`src/rtl/cci_pkg.sv`:
```
// ----------------------------------------------------------------------------
// cci_pkg
// Shared constants, opcodes and control types for the cheat code interpreter.
// ----------------------------------------------------------------------------
package cci_pkg;

  // Configuration of the engine
  localparam int MAX_SERIAL_WRITES = 64;
  localparam int ADDRESS_BITS      = 24;

  // Field widths
  localparam int OPC_W  = 8;
  localparam int ADDR_W = 24;
  localparam int WADR_W = 25;
  localparam int DATA_W = 16;
  localparam int STEP_W = 8;

  // Serial count and index width: must hold MAX_SERIAL_WRITES itself
  localparam int CNT_W = $clog2(MAX_SERIAL_WRITES + 1);

  // Address mask applied to incoming line addresses
  localparam logic [ADDR_W-1:0] ADDR_MASK =
    (ADDRESS_BITS >= ADDR_W) ? {ADDR_W{1'b1}} : ADDR_W'((64'd1 << ADDRESS_BITS) - 64'd1);

  // Opcodes
  localparam logic [OPC_W-1:0] OP_WR_BYTE     = 8'h80;
  localparam logic [OPC_W-1:0] OP_WR_BYTE_ALT = 8'hA0;
  localparam logic [OPC_W-1:0] OP_WR_HALF     = 8'h81;
  localparam logic [OPC_W-1:0] OP_WR_HALF_ALT = 8'hA1;
  localparam logic [OPC_W-1:0] OP_BTN_BYTE    = 8'h88;
  localparam logic [OPC_W-1:0] OP_BTN_HALF    = 8'h89;
  localparam logic [OPC_W-1:0] OP_EQ_BYTE     = 8'hD0;
  localparam logic [OPC_W-1:0] OP_EQ_HALF     = 8'hD1;
  localparam logic [OPC_W-1:0] OP_NE_BYTE     = 8'hD2;
  localparam logic [OPC_W-1:0] OP_NE_HALF     = 8'hD3;
  localparam logic [OPC_W-1:0] OP_SERIAL      = 8'h50;

  // Commands from controller to datapath
  typedef struct packed {
    logic accept;    // take the offered request this cycle
    logic run_step;  // emit the next serial write into the output register
  } cci_cmd_t;

  // Status from datapath to controller
  typedef struct packed {
    logic slot_free; // output register empty or being taken
    logic run_go;    // offered request starts a serial run
    logic run_last;  // current serial write is the final one
  } cci_status_t;

endpackage

```
`src/rtl/cci_ctrl.sv`:
```
// ----------------------------------------------------------------------------
// cci_ctrl
// Sequencer: takes code lines; serial runs emit one write per unstalled cycle.
// ----------------------------------------------------------------------------
module cci_ctrl (
  input  logic                 clk,
  input  logic                 rst,
  input  logic                 in_valid,
  output logic                 in_stall,
  input  cci_pkg::cci_status_t status,
  output cci_pkg::cci_cmd_t    cmd
);
  import cci_pkg::*;

  localparam logic ST_IDLE = 1'b0;
  localparam logic ST_RUN  = 1'b1;

  logic state;
  logic state_next;

  // Decode commands and next state
  always_comb begin
    state_next   = state;
    cmd.accept   = 1'b0;
    cmd.run_step = 1'b0;
    in_stall     = 1'b1;
    case (state)
      ST_IDLE: begin
        in_stall   = !status.slot_free;
        cmd.accept = in_valid && status.slot_free;
        if (cmd.accept && status.run_go) begin
          state_next = ST_RUN;
        end
      end
      ST_RUN: begin
        cmd.run_step = status.slot_free;
        if (status.slot_free && status.run_last) begin
          state_next = ST_IDLE;
        end
      end
      default: begin
        state_next = ST_IDLE;
      end
    endcase
  end

  // Hold state
  always_ff @(posedge clk) begin
    if (rst) begin
      state <= ST_IDLE;
    end else begin
      state <= state_next;
    end
  end

endmodule

```
`src/rtl/cci_datapath.sv`:
```
// ----------------------------------------------------------------------------
// cci_datapath
// Cheat state, line decode, serial run counters and the output register.
// ----------------------------------------------------------------------------
module cci_datapath (
  input  logic                        clk,
  input  logic                        rst,
  input  cci_pkg::cci_cmd_t           cmd,
  output cci_pkg::cci_status_t        status,
  input  logic                        first_in_cheat,
  input  logic                        cheat_active,
  input  logic [cci_pkg::OPC_W-1:0]   opcode,
  input  logic [cci_pkg::ADDR_W-1:0]  target_address,
  input  logic [cci_pkg::DATA_W-1:0]  operand_value,
  input  logic [cci_pkg::DATA_W-1:0]  memory_value,
  input  logic                        button_pressed,
  output logic                        out_valid,
  input  logic                        out_stall,
  output logic                        write_valid,
  output logic [cci_pkg::WADR_W-1:0]  write_address,
  output logic [cci_pkg::DATA_W-1:0]  write_data,
  output logic                        write_halfword,
  output logic                        illegal_code,
  output logic                        last_result
);
  import cci_pkg::*;

  // Cheat state
  logic              execute_enabled, execute_enabled_next;
  logic              serial_pending,  serial_pending_next;
  logic [CNT_W-1:0]  run_len,         run_len_next;
  logic [STEP_W-1:0] addr_step,       addr_step_next;
  logic [DATA_W-1:0] value_step,      value_step_next;
  logic              cheat_rejected,  cheat_rejected_next;

  // Serial run
  logic [WADR_W-1:0] run_addr;
  logic [7:0]        run_data;
  logic [CNT_W-1:0]  run_idx;

  // Effective state after the first-line clear
  logic              ex_eff, pend_eff, rej_eff;
  logic [ADDR_W-1:0] addr_m;
  logic [7:0]        hdr_count;
  logic              skip_first;

  // Single result of a line
  logic              res_wv, res_half, res_illegal;

  assign ex_eff    = execute_enabled || first_in_cheat;
  assign pend_eff  = serial_pending && !first_in_cheat;
  assign rej_eff   = cheat_rejected && !first_in_cheat;
  assign addr_m    = target_address & ADDR_MASK;
  assign hdr_count = addr_m[15:8];
  assign skip_first = !ex_eff;

  assign status.slot_free = !out_valid || !out_stall;
  assign status.run_last  = (run_idx == run_len - CNT_W'(1));
  assign status.run_go    = !rej_eff && pend_eff && cheat_active &&
                            ((run_len > CNT_W'(1)) ||
                             ((run_len == CNT_W'(1)) && ex_eff));

  // Decode the offered line
  always_comb begin
    execute_enabled_next = execute_enabled;
    serial_pending_next  = serial_pending;
    run_len_next         = run_len;
    addr_step_next       = addr_step;
    value_step_next      = value_step;
    cheat_rejected_next  = cheat_rejected;
    res_wv               = 1'b0;
    res_half             = 1'b0;
    res_illegal          = 1'b0;
    if (cmd.accept) begin
      execute_enabled_next = ex_eff;
      serial_pending_next  = pend_eff;
      cheat_rejected_next  = rej_eff;
      if (rej_eff) begin
        // muted until the next first line
      end else if (pend_eff) begin
        serial_pending_next = 1'b0;
        if (run_len != '0) begin
          execute_enabled_next = 1'b1;
        end
      end else begin
        case (opcode)
          OP_WR_BYTE, OP_WR_BYTE_ALT: begin
            execute_enabled_next = 1'b1;
            res_wv               = ex_eff && cheat_active;
          end
          OP_WR_HALF, OP_WR_HALF_ALT: begin
            execute_enabled_next = 1'b1;
            res_wv               = ex_eff && cheat_active;
            res_half             = 1'b1;
          end
          OP_BTN_BYTE: begin
            execute_enabled_next = 1'b1;
            res_wv               = ex_eff && cheat_active && button_pressed;
          end
          OP_BTN_HALF: begin
            execute_enabled_next = 1'b1;
            res_wv               = ex_eff && cheat_active && button_pressed;
            res_half             = 1'b1;
          end
          OP_EQ_BYTE: begin
            if (ex_eff) execute_enabled_next = (memory_value[7:0] == operand_value[7:0]);
          end
          OP_EQ_HALF: begin
            if (ex_eff) execute_enabled_next = (memory_value == operand_value);
          end
          OP_NE_BYTE: begin
            if (ex_eff) execute_enabled_next = (memory_value[7:0] != operand_value[7:0]);
          end
          OP_NE_HALF: begin
            if (ex_eff) execute_enabled_next = (memory_value != operand_value);
          end
          OP_SERIAL: begin
            serial_pending_next = 1'b1;
            run_len_next        = (hdr_count > 8'(MAX_SERIAL_WRITES)) ?
                                  CNT_W'(MAX_SERIAL_WRITES) : CNT_W'(hdr_count);
            addr_step_next      = addr_m[STEP_W-1:0];
            value_step_next     = operand_value;
          end
          default: begin
            res_illegal         = 1'b1;
            cheat_rejected_next = 1'b1;
          end
        endcase
      end
    end
  end

  // Hold cheat state
  always_ff @(posedge clk) begin
    if (rst) begin
      execute_enabled <= 1'b1;
      serial_pending  <= 1'b0;
      run_len         <= '0;
      addr_step       <= '0;
      value_step      <= '0;
      cheat_rejected  <= 1'b0;
    end else begin
      execute_enabled <= execute_enabled_next;
      serial_pending  <= serial_pending_next;
      run_len         <= run_len_next;
      addr_step       <= addr_step_next;
      value_step      <= value_step_next;
      cheat_rejected  <= cheat_rejected_next;
    end
  end

  // Load the run at its start, advance it by one step per emitted write
  always_ff @(posedge clk) begin
    if (cmd.accept && status.run_go) begin
      run_addr <= {1'b0, addr_m} + (skip_first ? WADR_W'(addr_step) : '0);
      run_data <= operand_value[7:0] + (skip_first ? value_step[7:0] : 8'h00);
      run_idx  <= skip_first ? CNT_W'(1) : '0;
    end else if (cmd.run_step) begin
      run_addr <= run_addr + WADR_W'(addr_step);
      run_data <= run_data + value_step[7:0];
      run_idx  <= run_idx + CNT_W'(1);
    end
  end

  // Output register: valid flag
  always_ff @(posedge clk) begin
    if (rst) begin
      out_valid <= 1'b0;
    end else if ((cmd.accept && !status.run_go) || cmd.run_step) begin
      out_valid <= 1'b1;
    end else if (!out_stall) begin
      out_valid <= 1'b0;
    end
  end

  // Output register: payload
  always_ff @(posedge clk) begin
    if (cmd.run_step) begin
      write_valid    <= 1'b1;
      write_address  <= run_addr;
      write_data     <= {8'h00, run_data};
      write_halfword <= 1'b0;
      illegal_code   <= 1'b0;
      last_result    <= status.run_last;
    end else if (cmd.accept && !status.run_go) begin
      write_valid    <= res_wv;
      write_address  <= res_wv ? {1'b0, addr_m} : '0;
      write_data     <= !res_wv ? '0 :
                        (res_half ? operand_value : {8'h00, operand_value[7:0]});
      write_halfword <= res_wv && res_half;
      illegal_code   <= res_illegal;
      last_result    <= 1'b1;
    end
  end

endmodule

```
`src/rtl/cheat_code_interpreter_core.sv`:
```
// ----------------------------------------------------------------------------
// cheat_code_interpreter_core
// Runs decoded cheat code lines and emits the memory writes they cause.
// ----------------------------------------------------------------------------
//  Channel | Handshake          | Payload
//  --------+--------------------+-------------------------------------------
//  in      | in_valid/in_stall  | first_in_cheat .. button_pressed (one line)
//  out     | out_valid/out_stall| write_valid .. last_result (one result)
//
//  An ordinary line gives one result.
//  A serial body line is expanded into its writes, one result each, by the
//  address and data step adders of the run counters.
//  Reset (rst, synchronous) returns the cheat state to its initial values.
//  A stalled output holds its result; in_stall stays high while it is full
//  and stalled, and during a serial run.
// ----------------------------------------------------------------------------
module cheat_code_interpreter_core (
  input  logic                        clk,
  input  logic                        rst,
  input  logic                        in_valid,
  output logic                        in_stall,
  input  logic                        first_in_cheat,
  input  logic                        cheat_active,
  input  logic [cci_pkg::OPC_W-1:0]   opcode,
  input  logic [cci_pkg::ADDR_W-1:0]  target_address,
  input  logic [cci_pkg::DATA_W-1:0]  operand_value,
  input  logic [cci_pkg::DATA_W-1:0]  memory_value,
  input  logic                        button_pressed,
  output logic                        out_valid,
  input  logic                        out_stall,
  output logic                        write_valid,
  output logic [cci_pkg::WADR_W-1:0]  write_address,
  output logic [cci_pkg::DATA_W-1:0]  write_data,
  output logic                        write_halfword,
  output logic                        illegal_code,
  output logic                        last_result
);
  import cci_pkg::*;

  cci_cmd_t    cmd;
  cci_status_t status;

  // Sequencer
  cci_ctrl u_ctrl (
    .clk      (clk),
    .rst      (rst),
    .in_valid (in_valid),
    .in_stall (in_stall),
    .status   (status),
    .cmd      (cmd)
  );

  // Datapath and output register
  cci_datapath u_dp (
    .clk            (clk),
    .rst            (rst),
    .cmd            (cmd),
    .status         (status),
    .first_in_cheat (first_in_cheat),
    .cheat_active   (cheat_active),
    .opcode         (opcode),
    .target_address (target_address),
    .operand_value  (operand_value),
    .memory_value   (memory_value),
    .button_pressed (button_pressed),
    .out_valid      (out_valid),
    .out_stall      (out_stall),
    .write_valid    (write_valid),
    .write_address  (write_address),
    .write_data     (write_data),
    .write_halfword (write_halfword),
    .illegal_code   (illegal_code),
    .last_result    (last_result)
  );

endmodule

```
`config.mk`:
```
export PLATFORM = sky130hd
export DESIGN_NAME = cheat_code_interpreter_core
export DESIGN_NICKNAME = d
export VERILOG_FILES = /design/src/rtl/cci_pkg.sv /design/src/rtl/cci_ctrl.sv /design/src/rtl/cci_datapath.sv /design/src/rtl/cheat_code_interpreter_core.sv
export SDC_FILE = /design/constraint.sdc
export NUM_CORES = 1
export LEC_CHECK = 0
export ABC_CLOCK_PERIOD_IN_PS = 4400
export BUFFER_PORTS_ARGS = -buffer_cell sky130_fd_sc_hd__buf_4
export CAP_MARGIN = 20
export CORE_UTILIZATION = 51
export CTS_CLUSTER_SIZE = 25
export DETAILED_ROUTE_END_ITERATION = 12
export PLACE_DENSITY = 0.8
export SYNTH_ARGS = -nofsm -noshare
export SYNTH_HDL_FRONTEND = slang
export SYNTH_SLANG_ARGS = --single-unit
export TNS_END_PERCENT = 10
```
`constraint.sdc`:
```
create_clock -name clk -period 4.4 [get_ports clk]
set_clock_uncertainty 0.05 [all_clocks]
set_input_delay 0.22 -clock clk [delete_from_list [all_inputs] [get_ports clk]]
set_output_delay 0.22 -clock clk [all_outputs]
set_load 0.02 [all_outputs]
```
==> impl_metrics.yaml, run 1 <==
cts:
  cts_root_buffer: "clkbuf_16"
  cts_inserted_buffers: 17
  clock_latency_ps: 430
  clockBufferDepth: 2
  cts_tree: "built"
  ctsResizeCount: 0
  cts_setup_buffers: 0
  htree_num_levels: 4
  clkSlewWorstSetupHoldPaths_ps: 50
  cts.sinks: 113
setup_path:
  critPathMaxFanout: 8
  worstPathRequired_ps: 4490
  reg2reg_from: "u_dp.execute_enabled"
  end_kind: "register"
  start_kind: "register"
  crit_start: "u_dp.execute_enabled"
  path_class: "register to register"
  arrival_ps: 3120
floorplanning:
  die_area_mm2: 0.0138
  initial_core_util: 0.530
  num_rows: 41
  pin_count: 118
  coreArea_mm2: 0.0128
  die_x_um: 117
  die_h_um: 117
timing:
  maxSlewHeadroom: 0.331
  setup_ws_ps: 1370
  rsz0062_at_grt: "no"
  worstMarginPinSlew_ps: 1000
  hold_viol: 0
  min_period_over_period: 0.688
  max_freq_mhz: 330
  period_minus_slack_ps: 3030
  whs_ps: 19.3
  drv_slew: 0
  final.setup.tns_ps: 0
  setup_viol: 0
yosys:
  ys_warn_count: 0
  synthAdderAreaFrac: 0.0726
  syn_avg_cell_area_um2: 9.94
  syn_area_mm2: 0.00679
  synth_flop_cell: "edfxtp_1"
  ys_types: 59
  synth_compound_area_frac: 0.156
  ys_async_sr_fraction: 0
  synth_top_family_by_area: "simple AND/OR/NAND/NOR gates"
  syn_inst: 683
  synth_edf_count: 74
  postSynthRegisterBits: 113
  synth_mux_area_frac: 0.0225
  synth-simple-area-share: 0.166
  synth_seq_area_share: 0.442
  syn_nets: 791
  synthXorXnorAreaFrac: 0.110
power:
  comb_power_share: 0.080
  p_int_w: 0.00204
  powerDensity_mw_per_mm2: 311
  switching_share: 0.225
  vdd.ir_drop.worst_uv: 200
  p_leak_nw: 3.28
  p_clk_frac: 0.484
  switchingPower_w: 0.000592
  seq_power_share: 0.435
detailed_routing:
  wirelength_um: 17900
  antenna_left: 0
  drt_iter0_drc: 598
  first_pass_iters: 5
  avgRoutedWirePerCell_um: 18.0
  vias: 5818
  viasPerCell: 5.85
  drc: 0
global_route:
  globalRouteOverflowTotal: 0
  grt_usage: 0.271
  grt_max_degree: 37
  grt_pass1_wl_um: 29300
  grt_pass1_vias: 5978
  antenna_found_initial: 0
cells_and_area:
  instances_no_fill: 994
  final_cell_mix: "126 x buf_4, 74 x edfxtp_1, 73 x nand2_1"
  layout_commonest_cell: "buf_4"
  layout-drive-gt1-share: 0.201
  area_growth_pct: 25.0
  nFillCells: 980
  fin_area_mm2: 0.00849
  multi_input_area_mm2: 0.00360
  nNetsFinal: 917
  regArea_mm2: 0.00300
  n_antenna_cell: 0
run:
  max-cap-violations: 0
outcome:
  status: "complete, no violations"
place:
  pre_cts_slack_ps: 1390
  io_buffers: 117
  dpl_cell_area_mm2: 0.00786
  dp.cells: 954
  gp_congestion: 0.889
  dp_hpwl_um: 12600
worst_hold_path:
  hold_class: "input port to register"
  hold_start: "target_address[7]"
[final timing paths]
path                              end  slack (ps)  depth (start not counted)
setup / recovery    u_dp.run_addr[20]        1370                         11
hold / removal      u_dp.addr_step[7]          20                          3
setup reg to reg    u_dp.run_addr[20]        1370                         11
hold reg to reg   u_dp.write_halfword         400                          1
[critical path, stage by stage (launching register included)]
cell	delay [ps]
dfxtp_1	330
nor2_1	350
and2_1	190
ha_1	190
fa_1	240
a21o_1	130
a21oi_1	110
o21ai_1	370
nand2_1	280
nor3_1	250
xnor2_1	160
mux2i_1	90
[cells by family after synthesis]
| family | Yosys count |
|---|---|
| multiplexers | 15 |
| adder cells (fa/ha/maj) | 37 |
| AO/OA/AOI/OAI | 159 |
| buffers and inverters | 49 |
| AND/OR/NAND/NOR | 225 |
| flip-flops | 113 |
| XOR/XNOR | 85 |
[through the flow]
step / total power [W] / util
2_1_floorplan: 0.00126 / -
3_3_place_gp: 0.00137 / 0.613
3_5_place_dp: 0.00137 / 0.613
4_1_cts: 0.00264 / 0.662
5_1_grt: 0.00271 / 0.662
6_report: 0.00264 / 0.662
[layout make-up]
type | count | area share
multi-input cells | 521 | 0.424
flip-flops and latches | 113 | 0.354
repair buffers | 135 | 0.123
clock buffers | 27 | 0.0618
well taps | 172 | 0.0254
inverters | 21 | 0.00929
clock inverters | 5 | 0.00280
[state kept, by name, indices dropped and copies added (netlist names), 7 cells and up]
register,cells
u_dp.addr_step,8
u_dp.run_addr,25
u_dp.run_data,8
u_dp.run_idx,7
u_dp.run_len,7
u_dp.value_step,8
u_dp.write_address,25
u_dp.write_data,16
[Yosys cell counts, drive strengths merged, types with 3 or more instances]
master | n | area [um2]
edfxtp | 74 | 2220
nand2 | 73 | 274
xnor2 | 59 | 517
a21oi | 49 | 245
nor2 | 41 | 156
dfxtp | 39 | 781
a22o | 37 | 324
ha | 33 | 413
o21ai | 33 | 165
xor2 | 26 | 228
inv | 21 | 78.8
nand3 | 20 | 105
nor3 | 20 | 105
and2 | 17 | 109
buf | 14 | 76.3
clkbuf | 14 | 53.8
mux2i | 13 | 130
and3 | 11 | 68.8
a21o | 10 | 75.1
nor4 | 10 | 77.6
o21a | 7 | 52.6
nor2b | 6 | 37.5
nor3b | 6 | 45.0
nand2b | 5 | 31.3
nand4 | 5 | 31.3
a211oi | 4 | 30.0
a22oi | 4 | 30.0
fa | 4 | 80.1
nor4b | 3 | 26.3
[metal layers]
layer / up-vias / share of wire / GRT usage
met2: 244 / 0.50 / 0.471
met5: - / 0 / 0
met1: 2794 / 0.41 / 0.317
li1: 2724 / - / -
met4: 0 / 0.030 / 0.124
met3: 56 / 0.061 / 0.0608
[power by group through the flow]
stage | sequential [W] | clock, W | combinational, W
finish | 0.00115 | 0.00128 | 0.000211
global route | 0.00115 | 0.00133 | 0.000225
CTS | 0.00115 | 0.00128 | 0.000209
detailed placement | 0.00117 | 0 | 0.000203
global placement | 0.00117 | 0 | 0.000199
floorplan | 0.00119 | 0 | 0.0000682
[what timing repair did]
action	4_1_cts	5_1_grt
hold buffers	8	0
setup endpoints to repair	0	0
hold endpoints to repair	8	0
Note: power is estimated with default switching activity, not from simulation.
==> run 2: changes to the inputs <==
--- a/config.mk
+++ b/config.mk
@@ -5,13 +5,13 @@
 export SDC_FILE = /design/constraint.sdc
 export NUM_CORES = 1
 export LEC_CHECK = 0
-export ABC_CLOCK_PERIOD_IN_PS = 4400
+export ABC_CLOCK_PERIOD_IN_PS = 2800
 export BUFFER_PORTS_ARGS = -buffer_cell sky130_fd_sc_hd__buf_4
 export CAP_MARGIN = 20
-export CORE_UTILIZATION = 51
+export CORE_UTILIZATION = 55
 export CTS_CLUSTER_SIZE = 25
 export DETAILED_ROUTE_END_ITERATION = 12
-export PLACE_DENSITY = 0.8
+export PLACE_DENSITY = 0.82
 export SYNTH_ARGS = -nofsm -noshare
 export SYNTH_HDL_FRONTEND = slang
 export SYNTH_SLANG_ARGS = --single-unit
==> constraint.sdc (replaced) <==
create_clock -name clk -period 2.8 [get_ports clk]
set_clock_uncertainty 0.05 [all_clocks]
set_input_delay 0.14 -clock clk [delete_from_list [all_inputs] [get_ports clk]]
set_output_delay 0.14 -clock clk [all_outputs]
set_load 0.02 [all_outputs]
==> impl_metrics.yaml, run 2 (same netlist as run 1, synthesis figures left out) <==
global_route:
  globalRouteOverflowTotal: 0
  grt_pass1_vias: 6138
  grt_pass1_wl_um: 29800
  grt_usage: 0.303
  antenna_found_initial: 0
  grt_max_degree: 30
cells_and_area:
  layout-drive-gt1-share: 0.220
  multi_input_area_mm2: 0.00365
  final_cell_mix: "138 x buf_4, 74 x edfxtp_1, 73 x nand2_1"
  top_regs: "u_dp.run_addr: 25 flops, u_dp.write_address: 25 flops, u_dp.write_data: 16 flops"
  nFillCells: 763
  instances_no_fill: 1010
  regArea_mm2: 0.00300
  n_antenna_cell: 0
  nNetsFinal: 958
  layout_commonest_cell: "buf_4"
  area_growth_pct: 32.6
power:
  total_power_w: 0.00462
  powerDensity_mw_per_mm2: 513
  vdd.ir_drop.worst_uv: 362
  p_leak_nw: 3.52
detailed_routing:
  vias: 6068
  antenna_left: 0
  avgRoutedWirePerCell_um: 18.7
  wirelength_um: 18900
  first_pass_iters: 5
  drt_iter0_drc: 400
  viasPerCell: 6.01
  drc: 0
place:
  io_buffers: 117
  gp_congestion: 0.897
  dp.cells: 942
  dp_hpwl_um: 12600
cts:
  cts_setup_buffers: 0
  clkSlewWorstSetupHoldPaths_ps: 50
  clock_latency_ps: 430
  cts.sinks: 113
  htree_num_levels: 4
  clockBufferDepth: 2
  cts_root_buffer: "clkbuf_16"
  cts_inserted_buffers: 17
  cts_tree: "built"
timing:
  max_freq_mhz: 372
  rsz0062_at_grt: "yes"
  maxSlewHeadroom: 0.615
  worstMarginPinSlew_ps: 577
  final.setup.tns_ps: 0
  min_period_over_period: 0.961
  setup_viol: 0
  drv_slew: 0
  hold_viol: 0
  period_minus_slack_ps: 2690
setup_path:
  start_kind: "register"
  r2r_cells: 11
  rr_endpoint: "u_dp.run_addr[18]"
  regToRegSetupSlack_ps: 110
  worstPathRequired_ps: 2920
  reg2reg_from: "u_dp.execute_enabled"
  critPathMaxFanout: 5
  arrival_ps: 2810
  end_kind: "register"
  path_class: "register to register"
worst_hold_path:
  hold_start: "target_address[18]"
  hold_depth: 2
  hold_class: "input port to register"
  hold_end: "u_dp.write_address[18]"
floorplanning:
  initial_core_util: 0.565
  num_rows: 40
  die_area_mm2: 0.0128
  die_h_um: 113
  die_x_um: 113
  pin_count: 118
  coreArea_mm2: 0.0120
outcome:
  status: "complete, no violations"
run:
  max-cap-violations: 0
[run 2: repair_timing]
item,4_1_cts,5_1_grt
setup endpoints to repair,1,35
hold buffers,36,0
gates cloned,0,0
pin swaps,0,1
hold endpoints to repair,43,0
resized for setup,1,11
[run 2: layout make-up]
class	instances	share of cell area
multi-input combinational	521	0.406
sequential	113	0.334
timing repair buffer	176	0.159
clock buffer	20	0.0496
clock inverter	12	0.0235
tap	147	0.0204
inverter	21	0.00876
[run 2: worst max-delay path, cell delays in order, from the launching register on]
cell and delay, ps:
dfxtp_1 410, nor2_4 80, and2_1 160, ha_1 230, fa_1 420, a21o_1 170, a21oi_1 210, o21ai_1 120
nand2_1 220, nor2_1 80, xnor2_1 170, a21oi_1 100
[run 2: worst max path at each step]
stage | startpoint | endpoint | slack, ps | cells after the start
after floorplan | u_dp.execute_enabled | u_dp.run_addr[22] | 40 | 12
after global placement | u_dp.addr_step[1] | u_dp.run_addr[21] | 200 | 10
after detailed placement | u_dp.addr_step[1] | u_dp.run_addr[23] | 90 | 10
after CTS | u_dp.execute_enabled | u_dp.run_data[7] | 5 | 11
after global routing | u_dp.addr_step[1] | u_dp.run_addr[19] | -30 | 10
final | u_dp.execute_enabled | u_dp.run_addr[18] | 110 | 11
[run 2: layer usage]
metal  vias up  global-route usage  wire (um)
li1       2816                   -          -
met1      2927               0.353       7550
met2       285               0.524       9720
met3        40              0.0734       1220
met4         0               0.146        442
met5         -                   0          0
[run 2: where the power goes]
part           internal, W  switching [W]  total [W]
combinational     0.000182       0.000187   0.000370
sequential         0.00179      0.0000110    0.00180
clock              0.00168       0.000770    0.00245
[run 2: stage by stage]
stage,cell area [um2],utilization,hold slack [ps],setup WS (ps)
4_1_cts,8950,0.745,12.5,5.31
5_1_grt,9000,0.749,21.8,-25.6
6_report,9000,0.749,30.2,110
2_1_floorplan,6800,-,215,44.5
3_5_place_dp,7930,0.660,320,88.2
3_3_place_gp,7930,0.660,318,205
==> run 3: changes to the inputs <==
--- a/config.mk
+++ b/config.mk
@@ -9,9 +9,11 @@
 export BUFFER_PORTS_ARGS = -buffer_cell sky130_fd_sc_hd__buf_4
 export CAP_MARGIN = 20
 export CORE_UTILIZATION = 55
+export CTS_BUF_LIST = sky130_fd_sc_hd__clkbuf_8
 export CTS_CLUSTER_SIZE = 25
 export DETAILED_ROUTE_END_ITERATION = 12
 export PLACE_DENSITY = 0.82
+export SETUP_SLACK_MARGIN = 0.4
 export SYNTH_ARGS = -nofsm -noshare
 export SYNTH_HDL_FRONTEND = slang
 export SYNTH_SLANG_ARGS = --single-unit
==> impl_metrics.yaml, run 3 (same netlist as run 1, synthesis figures left out) <==
timing:
  setup_viol: 0
  rsz0062_at_grt: "yes"
  max_freq_mhz: 392
  maxSlewHeadroom: 0.620
  min_period_over_period: 0.911
  worstMarginPinSlew_ps: 565
  period_minus_slack_ps: 2550
  final.setup.tns_ps: 0
  hold_viol: 0
  drv_slew: 0
worst_hold_path:
  hold_end: "u_dp.execute_enabled"
  hold_class: "input port to register"
  hold_start: "opcode[1]"
  hold_depth: 4
setup_path:
  arrival_ps: 2700
  critPathMaxStageDelay_ps: 390
  start_kind: "register"
  end_kind: "register"
  crit_chain: "nor2_4, and2_4, ha_4, fa_2, a21o_1, a21oi_4, o21ai_4, buf_6, nand3_2, xnor2_1, nand2_1, o21ai_1"
  worstPathRequired_ps: 2950
  reg2reg_from: "u_dp.execute_enabled"
  regToRegSetupSlack_ps: 250
  critPathMaxFanout: 5
  path_class: "register to register"
  r2r_cells: 12
  slowest_stage: "fa_2"
  rr_endpoint: "u_dp.run_addr[12]"
cells_and_area:
  final_cell_mix: "152 x buf_4, 74 x edfxtp_1, 72 x nand2_1"
  area_growth_pct: 37.0
  layout-drive-gt1-share: 0.291
  utilization: 0.775
  nNetsFinal: 982
  top_regs: "u_dp.run_addr: 25 flops, u_dp.write_address: 25 flops, u_dp.write_data: 16 flops"
  layout_commonest_cell: "buf_4"
  nFillCells: 719
  n_antenna_cell: 0
cts:
  cts_root_buffer: "clkbuf_8"
  clockBufferDepth: 2
  cts_inserted_buffers: 17
  cts_tree: "built"
  htree_num_levels: 4
  clock_latency_ps: 460
  clkSlewWorstSetupHoldPaths_ps: 70
  cts.sinks: 113
outcome:
  status: "complete, no violations"
detailed_routing:
  vias: 6309
  avgRoutedWirePerCell_um: 19.9
  drc: 0
  viasPerCell: 6.10
  wirelength_um: 20600
  first_pass_iters: 5
  drt_iter0_drc: 441
  antenna_left: 0
floorplanning:
  num_rows: 40
  initial_core_util: 0.565
  coreArea_mm2: 0.0120
  die_h_um: 113
  die_x_um: 113
  pin_count: 118
  die_area_mm2: 0.0128
place:
  dp_hpwl_um: 12700
  gp_congestion: 0.878
  io_buffers: 117
global_route:
  globalRouteOverflowTotal: 0
  grt_max_degree: 29
  grt_usage: 0.313
  grt_pass1_wl_um: 30700
  grt_pass1_vias: 6299
  antenna_found_initial: 0
run:
  max-cap-violations: 0
power:
  vdd.ir_drop.worst_uv: 344
  p_leak_nw: 3.60
  powerDensity_mw_per_mm2: 418
[run 3: per-stage QoR]
stage                     cell area (um2)  std cells  hold slack, ps  power (W)  setup slack [ps]
after floorplan                      6820        683             215    0.00198               306
after global placement               7950        941             317    0.00215               134
after detailed placement             7950        941             321    0.00216              59.1
after CTS                            9000       1022            9.68    0.00387               313
after global routing                 9300       1034            30.9    0.00399               119
final                                9300       1034            28.1    0.00389               249
[run 3: final cells by class]
type	count	area, um2	share of cell area
clock buffers	19	262	0.0281
clock inverters	13	165	0.0178
inverters	21	82.6	0.00888
multi-input cells	521	3960	0.425
flip-flops and latches	113	3010	0.323
well taps	147	184	0.0198
repair buffers	200	1650	0.177
[run 3: how the worst max path moves through the flow]
stage	start	slack [ps]	depth (start not counted)	end
2_1_floorplan	u_dp.execute_enabled	310	12	u_dp.run_addr[20]
3_3_place_gp	u_dp.execute_enabled	130	13	u_dp.run_data[6]
3_5_place_dp	u_dp.run_addr[0]	60	10	u_dp.run_addr[24]
4_1_cts	u_dp.execute_enabled	310	11	u_dp.run_data[7]
5_1_grt	u_dp.execute_enabled	120	11	u_dp.run_addr[7]
6_report	u_dp.execute_enabled	250	12	u_dp.run_addr[12]
[run 3: what timing repair did]
| item | CTS | global route |
|---|---|---|
| gates cloned | 0 | 1 |
| endpoints found under the setup margin | 33 | 31 |
| pin swaps | 9 | 26 |
| setup buffers | 8 | 11 |
| resized for setup | 36 | 47 |
| hold buffers | 41 | 0 |
| endpoints found under the hold margin | 62 | 0 |
[run 3: where the power goes]
part	switching (W)	internal [W]	total [W]
Combinational	0.000204	0.000200	0.000404
Clock	0.000687	0.000999	0.00169
Sequential	0.0000122	0.00179	0.00180
[run 3: routing by layer]
layer  GRT usage  routed length [um]  vias up
met5           0                   0        -
li1            -                   -     2863
met3      0.0632                1430       74
met1       0.356                7830     3048
met2       0.548               10500      324
met4       0.176                 819        0
[run 3: critical path: cells and delay by family, from the launching register on]
| kind | cells | cell delay (ps) |
|---|---|---|
| AO/OA/AOI/OAI | 4 | 640 |
| adder cells (fa/ha/maj) | 2 | 560 |
| AND/OR/NAND/NOR | 4 | 410 |
| flip-flops | 1 | 380 |
| buffers and inverters | 1 | 170 |
| XOR/XNOR | 1 | 80 |
